$ cat config.mk
export PLATFORM = sky130hd
export DESIGN_NAME = unicode_token_lexer
export DESIGN_NICKNAME = d
export VERILOG_FILES = /design/src/utl_pkg.sv /design/src/utl_classify.sv /design/src/unicode_token_lexer.sv
export VERILOG_INCLUDE_DIRS = /design/src /design/src/src
export SDC_FILE = /design/constraint.sdc
export NUM_CORES = 1
export LEC_CHECK = 0
export CORE_AREA = 2 2 181 183
export CTS_BUF_LIST = sky130_fd_sc_hd__clkbuf_16
export CTS_CLUSTER_DIAMETER = 60
export DETAILED_ROUTE_END_ITERATION = 8
export DIE_AREA = 0 0 183 185
export DONT_BUFFER_PORTS = 1
export PLACE_DENSITY = 0.61
export SETUP_SLACK_MARGIN = 0.15
export SLEW_MARGIN = 10
export SYNTH_ARGS = -nofsm -noshare
export SYNTH_HDL_FRONTEND = slang
export SYNTH_SLANG_ARGS = --single-unit
$ cat constraint.sdc
create_clock -name aclk -period 5.5 [get_ports aclk]
set_input_delay 0.825 -clock aclk [delete_from_list [all_inputs] [get_ports aclk]]
set_output_delay 0.825 -clock aclk [all_outputs]
set_load 0.01 [all_outputs]
$ cat src/unicode_token_lexer_macros.svh
// Assertion macros used by the lexer top module.
`ifndef UNICODE_TOKEN_LEXER_MACROS_SVH
`define UNICODE_TOKEN_LEXER_MACROS_SVH

// Label, clock, reset, property expression and message.
`define UTL_ASSERT(lbl, clk, rstn, prop, msg) \
    lbl: assert property (@(posedge clk) disable iff (!rstn) prop) else $error(msg);

// Implication checked in the cycle after the antecedent.
`define UTL_ASSERT_NEXT(lbl, clk, rstn, ante, cons, msg) \
    lbl: assert property (@(posedge clk) disable iff (!rstn) (ante) |=> (cons)) \
        else $error(msg);

`endif

$ cat src/utl_pkg.sv
package utl_pkg;

    localparam int CP_W = 21;

    typedef enum logic [3:0] {
        M_IDLE      = 4'd0,
        M_COMMENT   = 4'd1,
        M_STR       = 4'd2,
        M_STR_SKIP  = 4'd3,
        M_NUM_INT   = 4'd4,
        M_NUM_FRAC  = 4'd5,
        M_NUM_ESIGN = 4'd6,
        M_NUM_EXP   = 4'd7,
        M_OP_EQ     = 4'd8,
        M_OP_BANG   = 4'd9,
        M_OP_LT     = 4'd10,
        M_OP_GT     = 4'd11,
        M_SYMBOL    = 4'd12
    } lex_mode_t;

    typedef enum logic [2:0] {
        K_NUM  = 3'd0,
        K_STR  = 3'd1,
        K_SYM  = 3'd2,
        K_OP   = 3'd3,
        K_SPEC = 3'd4
    } kind_t;

    typedef logic [CP_W-1:0] cp_t;

    // One emitted character, before position is attached.
    typedef struct packed {
        logic  valid;
        cp_t   ch;
        logic  first;
        kind_t kind;
        logic  starts;
    } emit_t;

    function automatic logic is_ws(input cp_t c);
        if (c <= cp_t'(127)) begin
            return c == cp_t'(32) || (c >= cp_t'(9) && c <= cp_t'(13));
        end
        return (c >= cp_t'('h2000) && c <= cp_t'('h200B)) || c == cp_t'('h00A0)
            || c == cp_t'('h1680) || c == cp_t'('h180E) || c == cp_t'('h2028)
            || c == cp_t'('h2029) || c == cp_t'('h202F) || c == cp_t'('h205F)
            || c == cp_t'('h3000) || c == cp_t'('hFEFF);
    endfunction

    function automatic logic is_numeral(input cp_t c);
        return c >= cp_t'(48) && c <= cp_t'(57);
    endfunction

    function automatic logic is_op(input cp_t c);
        logic r;
        unique case (c)
            cp_t'("+"), cp_t'("-"), cp_t'("*"), cp_t'("/"), cp_t'("="),
            cp_t'("<"), cp_t'(">"), cp_t'("!"), cp_t'("%"), cp_t'("^"),
            cp_t'("&"), cp_t'("|"), cp_t'("("), cp_t'(")"), cp_t'("["),
            cp_t'("]"), cp_t'("{"), cp_t'("}"), cp_t'(","), cp_t'(";"): r = 1'b1;
            default: r = 1'b0;
        endcase
        return r;
    endfunction

    function automatic logic is_special(input cp_t c);
        logic r;
        if ((c >= cp_t'('h391) && c <= cp_t'('h3A1)) || (c >= cp_t'('h3A3)
            && c <= cp_t'('h3A9)) || (c >= cp_t'('h3B1) && c <= cp_t'('h3C9))) begin
            return 1'b1;
        end
        unique case (c)
            cp_t'('h221E), cp_t'('h2205), cp_t'('h2208), cp_t'('h2209),
            cp_t'('h222A), cp_t'('h2229), cp_t'('h2286), cp_t'('h2282),
            cp_t'('h2287), cp_t'('h2283), cp_t'('h2200), cp_t'('h2203),
            cp_t'('h2204), cp_t'('h2234), cp_t'('h2235), cp_t'('h2261),
            cp_t'('h2260), cp_t'('h2248), cp_t'('h2264), cp_t'('h2265),
            cp_t'('h00B1), cp_t'('h2213), cp_t'('h00D7), cp_t'('h00F7),
            cp_t'('h221A), cp_t'('h221B), cp_t'('h221C), cp_t'('h221D),
            cp_t'('h27E8), cp_t'('h27E9), cp_t'('h007C), cp_t'('h2297),
            cp_t'('h2295), cp_t'('h2020), cp_t'('h230A), cp_t'('h230B),
            cp_t'('h2308), cp_t'('h2309), cp_t'('h3010), cp_t'('h3011),
            cp_t'('h3016), cp_t'('h3017): r = 1'b1;
            default: r = 1'b0;
        endcase
        return r;
    endfunction

endpackage

$ cat src/utl_classify.sv
// Classifies one character in the current mode, with one character of lookahead.
// starts is set when the character opens a token (token position is taken).
module utl_classify
    import utl_pkg::*;
(
    input  lex_mode_t mode_in,
    input  cp_t       c,
    input  logic      has_next,
    input  cp_t       nx,
    output lex_mode_t mode_out,
    output emit_t     em
);

    logic ext;
    logic handled;
    logic nx_digit;

    assign nx_digit = has_next && is_numeral(nx);

    always_comb begin
        ext = 1'b0;
        handled = 1'b0;
        mode_out = mode_in;
        em = '0;
        unique case (mode_in)
            M_COMMENT: begin
                handled = 1'b1;
                if (c == cp_t'(10)) mode_out = M_IDLE;
            end
            M_STR: begin
                handled = 1'b1;
                em.valid = 1'b1;
                em.kind = K_STR;
                em.ch = c;
                if (c == cp_t'(34)) begin
                    mode_out = M_IDLE;
                end else if (c == cp_t'(92) && has_next && nx == cp_t'(34)) begin
                    em.ch = cp_t'(34);
                    mode_out = M_STR_SKIP;
                end
            end
            M_STR_SKIP: begin
                handled = 1'b1;
                mode_out = M_STR;
            end
            M_NUM_INT: begin
                if (is_numeral(c)) begin
                    ext = 1'b1;
                end else if (c == cp_t'(46) && nx_digit) begin
                    ext = 1'b1;
                    mode_out = M_NUM_FRAC;
                end else if (c == cp_t'(101) || c == cp_t'(69)) begin
                    ext = 1'b1;
                    mode_out = M_NUM_ESIGN;
                end
            end
            M_NUM_FRAC: begin
                if (is_numeral(c)) begin
                    ext = 1'b1;
                end else if (c == cp_t'(101) || c == cp_t'(69)) begin
                    ext = 1'b1;
                    mode_out = M_NUM_ESIGN;
                end
            end
            M_NUM_ESIGN: begin
                if (c == cp_t'(43) || c == cp_t'(45) || is_numeral(c)) begin
                    ext = 1'b1;
                    mode_out = M_NUM_EXP;
                end
            end
            M_NUM_EXP: ext = is_numeral(c);
            M_OP_EQ, M_OP_BANG: handled = (c == cp_t'(61));
            M_OP_LT: handled = (c == cp_t'(61) || c == cp_t'(60));
            M_OP_GT: handled = (c == cp_t'(61) || c == cp_t'(62));
            M_SYMBOL: handled = !is_ws(c) && !is_op(c) && c != cp_t'(34)
                && c != cp_t'(35);
            default: ;
        endcase

        // Second characters of operators and continued symbols.
        if (handled && (mode_in == M_OP_EQ || mode_in == M_OP_BANG
            || mode_in == M_OP_LT || mode_in == M_OP_GT)) begin
            em.valid = 1'b1;
            em.ch = c;
            em.kind = K_OP;
            mode_out = M_IDLE;
        end else if (handled && mode_in == M_SYMBOL) begin
            em.valid = 1'b1;
            em.ch = c;
            em.kind = K_SYM;
        end

        if (ext) begin
            em.valid = 1'b1;
            em.ch = c;
            em.kind = K_NUM;
        end else if (!handled) begin
            // The character closes whatever was open and starts afresh.
            mode_out = M_IDLE;
            em = '0;
            em.ch = c;
            em.first = 1'b1;
            if (is_ws(c)) begin
                em.ch = c;
            end else if (c == cp_t'(35) || (c == cp_t'(47) && has_next
                && nx == cp_t'(47))) begin
                mode_out = M_COMMENT;
            end else begin
                em.valid = 1'b1;
                em.starts = 1'b1;
                if (c == cp_t'(34)) begin
                    em.kind = K_STR;
                    mode_out = M_STR;
                end else if (is_numeral(c) || (c == cp_t'(45) && nx_digit)) begin
                    em.kind = K_NUM;
                    mode_out = M_NUM_INT;
                end else if (is_special(c)) begin
                    em.kind = K_SPEC;
                end else if (is_op(c)) begin
                    em.kind = K_OP;
                    if (c == cp_t'(61)) mode_out = M_OP_EQ;
                    else if (c == cp_t'(33)) mode_out = M_OP_BANG;
                    else if (c == cp_t'(60)) mode_out = M_OP_LT;
                    else if (c == cp_t'(62)) mode_out = M_OP_GT;
                end else begin
                    em.kind = K_SYM;
                    mode_out = M_SYMBOL;
                end
            end
        end
    end

endmodule

$ cat src/unicode_token_lexer.sv
// Channel | Dir | Fields
// s_axis  | in  | tdata: code_point[20:0]; tlast: end_of_source
// m_axis  | out | tdata: char_out, kind, line, column; tuser: token_first; tlast: stream_done
//
// A code point is classified when its successor arrives; its result is registered into the
// output queue on that transfer. One code point per cycle is sustained while m_axis_tready
// is high. An end-of-source transfer can yield two results, which fill both output entries.
// s_axis_tready is high when the two-entry output queue is empty, or holds one result
// that is taken in the same cycle; otherwise the input stalls.
// aresetn is synchronous, active low; afterwards line and column are 1.
`include "unicode_token_lexer_macros.svh"
module unicode_token_lexer
    import utl_pkg::*;
#(
    parameter int POSITION_BITS = 16
) (
    input  logic        aclk,
    input  logic        aresetn,
    input  logic        s_axis_tvalid,
    output logic        s_axis_tready,
    input  logic [23:0] s_axis_tdata,  // code_point[20:0], zero fill
    input  logic        s_axis_tlast,  // end_of_source
    output logic        m_axis_tvalid,
    input  logic        m_axis_tready,
    output logic [55:0] m_axis_tdata,  // char_out[20:0], token_kind[23:21],
                                       // tok_line[39:24], tok_col[55:40]
    output logic        m_axis_tuser,  // token_first
    output logic        m_axis_tlast   // stream_done
);

    localparam logic [POSITION_BITS-1:0] POS_MAX = '1;
    localparam logic [POSITION_BITS-1:0] POS_ONE = POSITION_BITS'(1);

    typedef logic [POSITION_BITS-1:0] pos_t;

    typedef struct packed {
        cp_t         ch;
        logic        first;
        kind_t       kind;
        logic [15:0] line;
        logic [15:0] col;
        logic        done;
    } res_t;

    logic      held_valid_reg;
    cp_t       held_char_reg;
    lex_mode_t mode_reg;
    pos_t      cur_line_reg, cur_col_reg, tok_line_reg, tok_col_reg;
    pos_t      held_line_reg, held_col_reg;

    res_t      q_reg [2];
    logic [1:0] cnt_reg;

    cp_t       in_c;
    logic      in_eos, acc;
    lex_mode_t mode_a, mode_b, mode_a_in;
    emit_t     em_a, em_b;
    pos_t      tl_a, tc_a, tl_b, tc_b;
    pos_t      nline, ncol;
    res_t      r0, r1;
    logic [1:0] n_res;

    assign in_c = s_axis_tdata[CP_W-1:0];
    assign in_eos = s_axis_tlast;
    assign s_axis_tready = (cnt_reg == 2'd0) || (cnt_reg == 2'd1 && m_axis_tready);
    assign acc = s_axis_tvalid && s_axis_tready;

    assign mode_a_in = held_valid_reg ? mode_reg : M_IDLE;

    utl_classify u_cls_a (
        .mode_in(mode_a_in), .c(held_char_reg), .has_next(1'b1), .nx(in_c),
        .mode_out(mode_a), .em(em_a)
    );

    utl_classify u_cls_b (
        .mode_in(held_valid_reg ? mode_a : mode_reg), .c(in_c), .has_next(1'b0),
        .nx('0), .mode_out(mode_b), .em(em_b)
    );

    always_comb begin
        emit_t ea;
        ea = held_valid_reg ? em_a : emit_t'('0);
        tl_a = (ea.valid && ea.starts) ? held_line_reg : tok_line_reg;
        tc_a = (ea.valid && ea.starts) ? held_col_reg : tok_col_reg;
        tl_b = (em_b.valid && em_b.starts) ? cur_line_reg : tl_a;
        tc_b = (em_b.valid && em_b.starts) ? cur_col_reg : tc_a;

        if (in_c == cp_t'(10)) begin
            nline = (cur_line_reg < POS_MAX) ? cur_line_reg + POS_ONE : cur_line_reg;
            ncol = POS_ONE;
        end else begin
            nline = cur_line_reg;
            ncol = (cur_col_reg < POS_MAX) ? cur_col_reg + POS_ONE : cur_col_reg;
        end

        r0 = '0;
        r1 = '0;
        n_res = 2'd0;
        if (ea.valid) begin
            r0 = '{ch: ea.ch, first: ea.first, kind: ea.kind,
                   line: 16'(tl_a), col: 16'(tc_a), done: 1'b0};
            n_res = 2'd1;
        end
        if (in_eos) begin
            if (em_b.valid) begin
                if (ea.valid) begin
                    r1 = '{ch: em_b.ch, first: em_b.first, kind: em_b.kind,
                           line: 16'(tl_b), col: 16'(tc_b), done: 1'b1};
                    n_res = 2'd2;
                end else begin
                    r0 = '{ch: em_b.ch, first: em_b.first, kind: em_b.kind,
                           line: 16'(tl_b), col: 16'(tc_b), done: 1'b1};
                    n_res = 2'd1;
                end
            end else if (ea.valid) begin
                r0.done = 1'b1;
            end else begin
                r0.done = 1'b1;
                n_res = 2'd1;
            end
        end
    end

    always_ff @(posedge aclk) begin
        logic [1:0] c;
        res_t q0, q1;
        if (!aresetn) begin
            held_valid_reg <= 1'b0;
            held_char_reg <= '0;
            mode_reg <= M_IDLE;
            cur_line_reg <= POS_ONE;
            cur_col_reg <= POS_ONE;
            tok_line_reg <= POS_ONE;
            tok_col_reg <= POS_ONE;
            held_line_reg <= POS_ONE;
            held_col_reg <= POS_ONE;
            cnt_reg <= 2'd0;
        end else begin
            c = cnt_reg;
            q0 = q_reg[0];
            q1 = q_reg[1];
            if (m_axis_tvalid && m_axis_tready) begin
                q0 = q1;
                c = c - 2'd1;
            end
            if (acc) begin
                if (n_res == 2'd2) begin
                    q0 = r0;
                    q1 = r1;
                end else if (n_res == 2'd1) begin
                    if (c == 2'd0) q0 = r0;
                    else q1 = r0;
                end
                c = c + n_res;
                if (in_eos) begin
                    held_valid_reg <= 1'b0;
                    held_char_reg <= '0;
                    mode_reg <= M_IDLE;
                    cur_line_reg <= POS_ONE;
                    cur_col_reg <= POS_ONE;
                    tok_line_reg <= POS_ONE;
                    tok_col_reg <= POS_ONE;
                    held_line_reg <= POS_ONE;
                    held_col_reg <= POS_ONE;
                end else begin
                    held_valid_reg <= 1'b1;
                    held_char_reg <= in_c;
                    held_line_reg <= cur_line_reg;
                    held_col_reg <= cur_col_reg;
                    mode_reg <= held_valid_reg ? mode_a : mode_reg;
                    tok_line_reg <= tl_a;
                    tok_col_reg <= tc_a;
                    cur_line_reg <= nline;
                    cur_col_reg <= ncol;
                end
            end
            q_reg[0] <= q0;
            q_reg[1] <= q1;
            cnt_reg <= c;
        end
    end

    assign m_axis_tvalid = (cnt_reg != 2'd0);
    assign m_axis_tdata = {q_reg[0].col, q_reg[0].line, q_reg[0].kind, q_reg[0].ch};
    assign m_axis_tuser = q_reg[0].first;
    assign m_axis_tlast = q_reg[0].done;

    `UTL_ASSERT(a_cnt_range, aclk, aresetn, cnt_reg != 2'd3, "output queue overflow")
    `UTL_ASSERT_NEXT(a_eos_clears, aclk, aresetn, acc && in_eos, !held_valid_reg, "held char after end")
    `UTL_ASSERT(a_pos_nonzero, aclk, aresetn, cur_line_reg != '0 && cur_col_reg != '0, "position zero")

endmodule
# Yosys cells after proc, flatten, opt, wreduce, memory -nomap -nowiden
# Memories as Yosys holds them, arrays and structs flattened.
# Index checks and enable logic that the tools add are counted.
[totals]
inputBits = 29
memories = 1
wordCells = 516
ff_bits = 124
ram_bits = 116
[op_classes]
mux = 193
n_lt_le_gt_ge = 28
reduce_logical = 95
n_addsub = 4
eq_ne = 185
[mem_list]
columns = ["name", "depth", "word_bits", "rd", "rd_clocked_by_memory_dff", "write_ports", "line", "rtl"]
rows = [
  ["q_reg", 2, 58, 2, 0, 2, "unicode_token_lexer.sv:51", "res_t q_reg [2];"],
]
[op_table]
columns = ["cell", "n"]
rows = [
  ["$eq A21 B14 Y1 const B", 86],
  ["$mux W58", 17],
  ["$eq A21 B6 Y1 const B", 35],
  ["$eq A21 B7 Y1 const B", 17],
  ["$mux W16", 14],
  ["$mux W22", 8],
  ["$eq A21 B8 Y1 const B", 8],
  ["$ge A21 B10 Y1 const B", 6],
  ["$le A21 B10 Y1 const B", 6],
  ["$mux W4", 28],
  ["$mux W27", 4],
  ["$mux W1", 94],
  ["$eq A21 B13 Y1 const B", 4],
  ["$ne A21 B6 Y1 const B", 4],
  ["$reduce_or A42 Y1", 2],
  ["$mux W21", 3],
  ["$mux W57", 1],
  ["$logic_or A1 B1 Y1", 43],
  ["$eq A21 B16 Y1 const B", 2],
  ["$eq A21 B4 Y1 const B", 2],
  ["$ge A21 B14 Y1 const B", 2],
  ["$ge A21 B4 Y1 const B", 2],
  ["$ge A21 B6 Y1 const B", 2],
  ["$le A21 B14 Y1 const B", 2],
  ["29 further kinds", 113],
]

# Depth between registers and ports, before layout
# Gate-level depths: netlist (run 1).
[logic_depth]
word_depth = 99
mapped_depth = 17
ltp_nobuf = 14

# Modules after synthesis
# Synthesis (run 1) repeated with hierarchy kept, for this count alone.
[unflattened]
cells_unflattened = 2091
hier_area_um2 = 17015.1
[by_module_without_submodules]
columns = ["mod", "area_per_inst_um2", "cells_each", "instances"]
rows = [
  ["unicode_token_lexer", 12600.8, 1386, 1],
  ["utl_classify (u_cls_a)", 2232.1, 349, 1],
  ["utl_classify (u_cls_b)", 2182.1, 356, 1],
]

# Worst setup path before layout (run 1)
# Ideal clock, no wire load.
[synth_timing]
path_kind = "input-to-reg"
from = "input s_axis_tdata[10]"
to = "memory q_reg[0][100] in the netlist's numbering (enable)"
t_arrival_ns = 4.625
stages = 10
setup_time_ns = 0.422
path_slack_ns = 0.453
cell_sequence = "or3_1 -> or3_4 -> nor3_4 -> nand4_1 -> and3_1 -> a22o_2 -> o311ai_4 -> a41oi_4 -> o22ai_1 -> and3_1"
[synth_rtl]
columns = ["item", "line", "rtl"]
rows = [
  ["start: declaration", "unicode_token_lexer.sv:21", "input logic [23:0] s_axis_tdata,"],
  ["end: declaration", "unicode_token_lexer.sv:51", ""],
]

==> results.py, run 1 <==
metrics = {
    "outcome": {
        "status": "finished, final reports clean",
    },
    "clock_tree": {
        "cts_tree": "yes",
        "cts_root_buffer": "clkbuf_16",
        "cts_setup_buffers": 0,
        "htreeDepth": 1,
        "clock_latency_ns": 0.57,
        "cts_made_buffers": 27,
        "clkTransAtPathRegs_ns": 0.06,
        "clock_sinks": 240,
        "holdBufCountCts": 0,
        "cts_max_path_buffers": 3,
    },
    "pwr": {
        "ir_drop_v": 0.000354,
        "cellLeakagePower_nw": 5.39,
        "powerDensity_nw_per_um2": 426,
        "seq_power_share_pct": 37.6,
        "comb_power_share_pct": 37.5,
        "p_sw_share_pct": 40.3,
        "p_int_mw": 4.13,
        "p_total_mw": 6.92,
        "switchingPower_mw": 2.79,
        "p_clk_share_pct": 24.9,
    },
    "floorplanning": {
        "core-area_um2": 32000,
        "start_util_pct": 48.1,
        "die_x_um": 183,
        "die_area_um2": 33900,
        "fp-row-count": 66,
        "fp.dieH_um": 185,
        "ios": 89,
    },
    "route": {
        "drc": 0,
        "first_pass_iters": 6,
        "vias": 13278,
        "first_iter_violations": 1303,
        "routed_wl_mm": 46.4,
        "ant_nets": 0,
        "wire_per_inst_um": 23.0,
        "via_per_inst": 6.57,
    },
    "layout": {
        "fin_cells": 2021,
        "fin_area_um2": 16200,
        "layout-drive-gt1-share_pct": 12.3,
        "multiInputGateArea_um2": 8310,
        "fin_util_pct": 50.7,
        "largest_reg_flops": 116,
        "fillerInstances": 3029,
        "register_area_um2": 5970,
        "fin_nets": 1626,
        "antenna_cells": 0,
        "area_growth_pct": 5.34,
    },
    "global_routing": {
        "antenna_found_initial": 0,
        "grt_start_max_net_pins": 158,
        "grtUsageTotal_pct": 26.9,
        "grt_pass1_vias": 12390,
        "grt_pass1_wl_mm": 72.6,
        "overflow": 0,
    },
    "setup_path": {
        "critPathMaxStageDelay_ns": 0.70,
        "cp.arrival_ns": 5.51,
        "slowest_stage": "a2111oi_0",
        "worstSetupStartpointType": "flip-flop",
        "crit_required_ns": 5.75,
        "crit_chain": "buf_4 -> or4_1 -> nand2_1 -> nor3_1 -> a2111oi_0 -> nand4b_1 -> nor3_2 -> nor2_1 -> a2bb2oi_1 -> a21oi_2 -> a221oi_1 -> a21oi_1",
        "crit_family": "compound AO/OA/AOI/OAI gates",
        "endpoint_kind": "flip-flop",
        "critPathKind": "reg2reg",
        "path_buf_inv": 1,
        "critPathMaxFanout": 20,
    },
    "placement": {
        "post_dp_cell_area_um2": 15400,
        "hpwl_mm": 30.1,
        "gp_congestion": 0.936,
        "placed_cells": 1970,
        "io_buffers": 0,
        "place_worst_setup_slack_ns": 0.443,
    },
    "sta": {
        "whs_ns": 0.409,
        "finalCritPeriodShare_pct": 95.5,
        "finalMaxSlewViolations": 0,
        "clock-skew-final_ns": 0.0324,
        "fin_ws_ns": 0.245,
        "finalCriticalPeriod_ns": 5.26,
        "rsz0062_at_grt": "true",
        "relSlewSlack_pct": 29.9,
        "fmax_ghz": 0.190,
        "worstMarginPinSlew_ns": 1.04,
        "setup_violations": 0,
        "finalSetupTns_ns": 0,
        "hold_viol": 0,
    },
    "logic_synthesis": {
        "syn_area_um2": 15400,
        "synth_edf_count": 116,
        "ys_types": 113,
        "synth.avg_cell_area_um2": 9.05,
        "syn_inst": 1703,
        "synth-async-reset-ratio_pct": 0,
        "ys.flop_type": "dfxtp_1",
        "syn_nets": 1737,
        "yosysSeqAreaShare_pct": 38.7,
        "yosysWarnings": 0,
        "ys_ff_latch": 240,
    },
    "run": {
        "drv_cap": 0,
    },
    "hold_path": {
        "worstHoldPathType": "in2reg",
    },
}
-- logic make-up after synthesis --
kind of cell | share of synthesized area, %
flops | 38.7
compound gates | 19.9
buf+inv | 7.68
fa+ha+maj | 0.406
simple gates | 25.3
mux | 6.22
xor+xnor | 1.76
-- worst paths after layout --
kind                           to  slack [ns]  cells past startpoint              from
hold / removal        q_reg[0][4]        0.41                      0           aresetn
setup / recovery     q_reg[0][54]        0.24                     12  held_char_reg[1]
hold reg to reg   held_col_reg[3]        0.46                      2   held_col_reg[3]
setup reg to reg     q_reg[0][54]        0.24                     12  held_char_reg[1]
-- cell type report --
cell class	instances	area share [%]
multi-input cells	1237	51.2
well taps	408	3.14
repair buffers	63	3.22
inverters	23	0.532
clock inverters	22	0.863
flip-flops and latches	240	36.7
clock buffers	28	4.32
-- cell usage in the layout, fill, tap and decap left out, types with 17 or more instances in the layout --
cell type / netlist / layout
o221ai_1: 19 / 19
a21boi_0: 52 / 52
buf_4: 59 / 59
mux2i_1: 62 / 62
nor3_1: 35 / 34
a22o_1: 32 / 32
nand3_1: 81 / 81
xor2_1: 23 / 23
clkbuf_16: 0 / 28
nand3b_1: 45 / 45
nor4_1: 17 / 17
nor2b_1: 40 / 39
nor2_1: 86 / 86
nand4_1: 69 / 69
dfxtp_1: 124 / 124
inv_1: 21 / 28
o21ai_0: 68 / 68
a21oi_1: 65 / 64
nand2_1: 180 / 178
a221oi_1: 21 / 21
and2_1: 28 / 28
mux2_2: 30 / 30
edfxtp_1: 116 / 116
-- cell usage after synthesis, types with 10 or more instances --
cell type	count	share of area (%)
nand2b_1	10	0.41
mux2i_1	62	4.0
buf_2	40	1.3
o21ai_2	11	0.63
dfxtp_1	124	16
o21ai_0	68	2.2
a22o_1	32	1.8
nand3b_1	45	2.2
a21boi_0	52	2.5
nand3_1	81	2.6
a21oi_1	65	2.1
o221ai_1	19	1.1
and2_1	28	1.1
or3_1	13	0.53
buf_4	59	2.9
nand4_1	69	2.8
nor2b_1	40	1.6
nor4_1	17	0.69
nor3_1	35	1.1
mux2_2	30	2.2
o22ai_1	16	0.65
inv_1	21	0.51
edfxtp_1	116	23
clkbuf_1	78	1.9
nor2_1	86	2.1
a31oi_1	14	0.57
buf_1	19	0.46
nand2_1	180	4.4
and3_1	16	0.65
a221oi_1	21	1.2
a22oi_1	16	0.78
xor2_1	23	1.3
-- power by group through the flow --
stage          Sequential, mW  Clock, mW  Combinational, mW
6_report                 2.60       1.72               2.60
5_1_grt                  2.63       1.82               2.80
4_1_cts                  2.60       1.75               2.55
3_5_place_dp             2.63          0               2.54
3_3_place_gp             2.63          0               2.51
2_1_floorplan            2.41          0               2.19
-- layer usage --
| layer | wire, µm | part of all wire, % | track usage [%] | vias up |
|---|---|---|---|---|
| li1 | - | - | - | 6150 |
| met1 | 21300 | 46 | 39.0 | 6500 |
| met2 | 20300 | 44 | 41.6 | 547 |
| met3 | 3570 | 7.7 | 4.25 | 81 |
| met4 | 1190 | 2.6 | 7.49 | 0 |
| met5 | 0 | 0 | 0 | - |
-- timing repair --
action / CTS / global route
hold endpoints to repair: 0 / 0
setup endpoints to repair: 0 / 14
gates resized for setup: 0 / 0
Power figures use the tool's default switching activity.
==> run 2, diff against run 1 <==
PLACE_DENSITY = 0.59   (was 0.61)
==> results.py, run 2 (synthesized netlist as in run 1, its figures left out) <==
metrics = {
    "clock_tree": {
        "clock_sinks": 240,
        "cts_made_buffers": 30,
        "clock_latency_ns": 0.58,
        "cts_resized": 0,
        "clkTransAtPathRegs_ns": 0.06,
        "cts_root_buffer": "clkbuf_16",
        "htreeDepth": 1,
        "cts_tree": "yes",
        "cts_max_path_buffers": 3,
        "holdBufCountCts": 0,
        "cts_setup_buffers": 0,
    },
    "placement": {
        "hpwl_mm": 31.1,
        "io_buffers": 0,
        "gp_congestion": 0.910,
    },
    "setup_path": {
        "r2r_cells": 13,
        "endpoint_kind": "flip-flop",
        "critPathMaxFanout": 15,
        "worstSetupStartpointType": "flip-flop",
        "crit_required_ns": 5.93,
        "critPathKind": "reg2reg",
        "cp.arrival_ns": 5.34,
    },
    "layout": {
        "antenna_cells": 0,
        "layout_common_cells": "nand2_1, dfxtp_1, edfxtp_1",
        "multiInputGateArea_um2": 8300,
        "largest_reg_flops": 116,
        "final_common_cell": "nand2_1",
        "fin_nets": 1625,
        "fillerInstances": 3019,
        "layout-drive-gt1-share_pct": 12.3,
        "area_growth_pct": 6.13,
        "register_area_um2": 5970,
    },
    "global_routing": {
        "grt_pass1_vias": 12337,
        "overflow": 0,
        "grt_start_max_net_pins": 158,
        "met3_usage_pct": 5.19,
        "met1_usage_pct": 38.9,
        "top_usage_layer": "met2",
        "grt_pass1_wl_mm": 72.7,
        "antenna_found_initial": 0,
        "met2_usage_pct": 42.2,
        "grtUsageTotal_pct": 27.2,
    },
    "sta": {
        "relSlewSlack_pct": 21.1,
        "finalMaxSlewViolations": 0,
        "finalSetupTns_ns": 0,
        "clock-skew-final_ns": 0.0220,
        "setup_violations": 0,
        "fmax_ghz": 0.204,
        "hold_viol": 0,
        "worstMarginPinSlew_ns": 1.18,
        "finalCriticalPeriod_ns": 4.91,
        "finalCritPeriodShare_pct": 89.3,
        "rsz0062_at_grt": "false",
    },
    "floorplanning": {
        "start_util_pct": 48.1,
        "ios": 89,
        "core-area_um2": 32000,
        "fp.dieH_um": 185,
        "fp-row-count": 66,
        "die_area_um2": 33900,
        "die_x_um": 183,
    },
    "hold_path": {
        "worstHoldPathType": "in2reg",
        "whs_path_depth": 0,
    },
    "pwr": {
        "cellLeakagePower_nw": 5.45,
        "ir_drop_v": 0.000263,
        "powerDensity_nw_per_um2": 431,
        "p_total_mw": 7.05,
    },
    "route": {
        "ant_nets": 0,
        "first_iter_violations": 1525,
        "drc": 0,
        "routed_wl_mm": 47.0,
        "via_per_inst": 6.52,
        "wire_per_inst_um": 23.3,
        "first_pass_iters": 6,
        "vias": 13192,
    },
    "outcome": {
        "status": "finished, final reports clean",
    },
    "run": {
        "drv_cap": 0,
    },
}
-- run 2: changes by cell type in the layout (fill, tap and decap cells not counted), moves of 3 or more --
cell	before	now
clkinv_2	4	1
buf_12	4	8
buf_4	59	52
clkbuf_16	28	31
inv_8	0	3
inv_1	28	31
-- run 2: area by class of cell --
type | count | area share (%)
Timing Repair Buffer | 60 | 3.37
Sequential cell | 240 | 36.5
Multi-Input combinational cell | 1236 | 50.8
Tap cell | 408 | 3.12
Inverter | 23 | 0.528
Clock inverter | 25 | 1.01
Clock buffer | 31 | 4.74
-- run 2: worst paths after layout --
| check | start | to | slack, ns |
|---|---|---|---|
| min | s_axis_tlast | q_reg[0][58] | 0.37 |
| max reg2reg | held_char_reg[0] | q_reg[0][85] | 0.59 |
| min reg2reg | held_line_reg[11] | held_line_reg[11] | 0.46 |
| max | held_char_reg[0] | q_reg[0][85] | 0.59 |
-- run 2: metal layers --
layer | vias to the layer above | part of all wire (%) | wire length, µm
met4 | 0 | 2.1 | 995
li1 | 6142 | - | -
met1 | 6446 | 46 | 21500
met5 | - | 0 | 0
met3 | 67 | 8.1 | 3820
met2 | 537 | 44 | 20800
-- run 2: worst max-delay path, stage by stage, from the launching register on --
cell and delay, ns:
dfxtp_1 0.77, buf_4 0.27, or4bb_1 0.47, nor4_1 0.35, o211ai_1 0.16, nor4_1 0.33, and3_1 0.27, a22o_2 0.22
o31ai_4 0.10, o311ai_1 0.50, nand4_1 0.29, and2_1 0.31, o2bb2ai_4 0.50, a22o_1 0.22
-- run 2: where the power goes --
| part | switching [mW] | internal (mW) | total, mW |
|---|---|---|---|
| registers | 0.317 | 2.28 | 2.59 |
| clock network | 0.787 | 1.07 | 1.86 |
| logic | 1.70 | 0.904 | 2.60 |
-- run 2: metrics by stage --
| stage | instance area, µm² | worst slack, ns | util [%] | cells | hold slack, ns |
|---|---|---|---|---|---|
| CTS | 16400 | 0.696 | 51.1 | 2023 | 0.329 |
| detailed placement | 15400 | 0.719 | 48.1 | 1967 | 0.453 |
| global placement | 15400 | 0.652 | 48.1 | 1967 | 0.447 |
| global route | 16400 | 0.399 | 51.1 | 2023 | 0.341 |
| floorplan | 15400 | 0.453 | - | 1703 | 0.438 |
| finish | 16400 | 0.591 | 51.1 | 2023 | 0.369 |
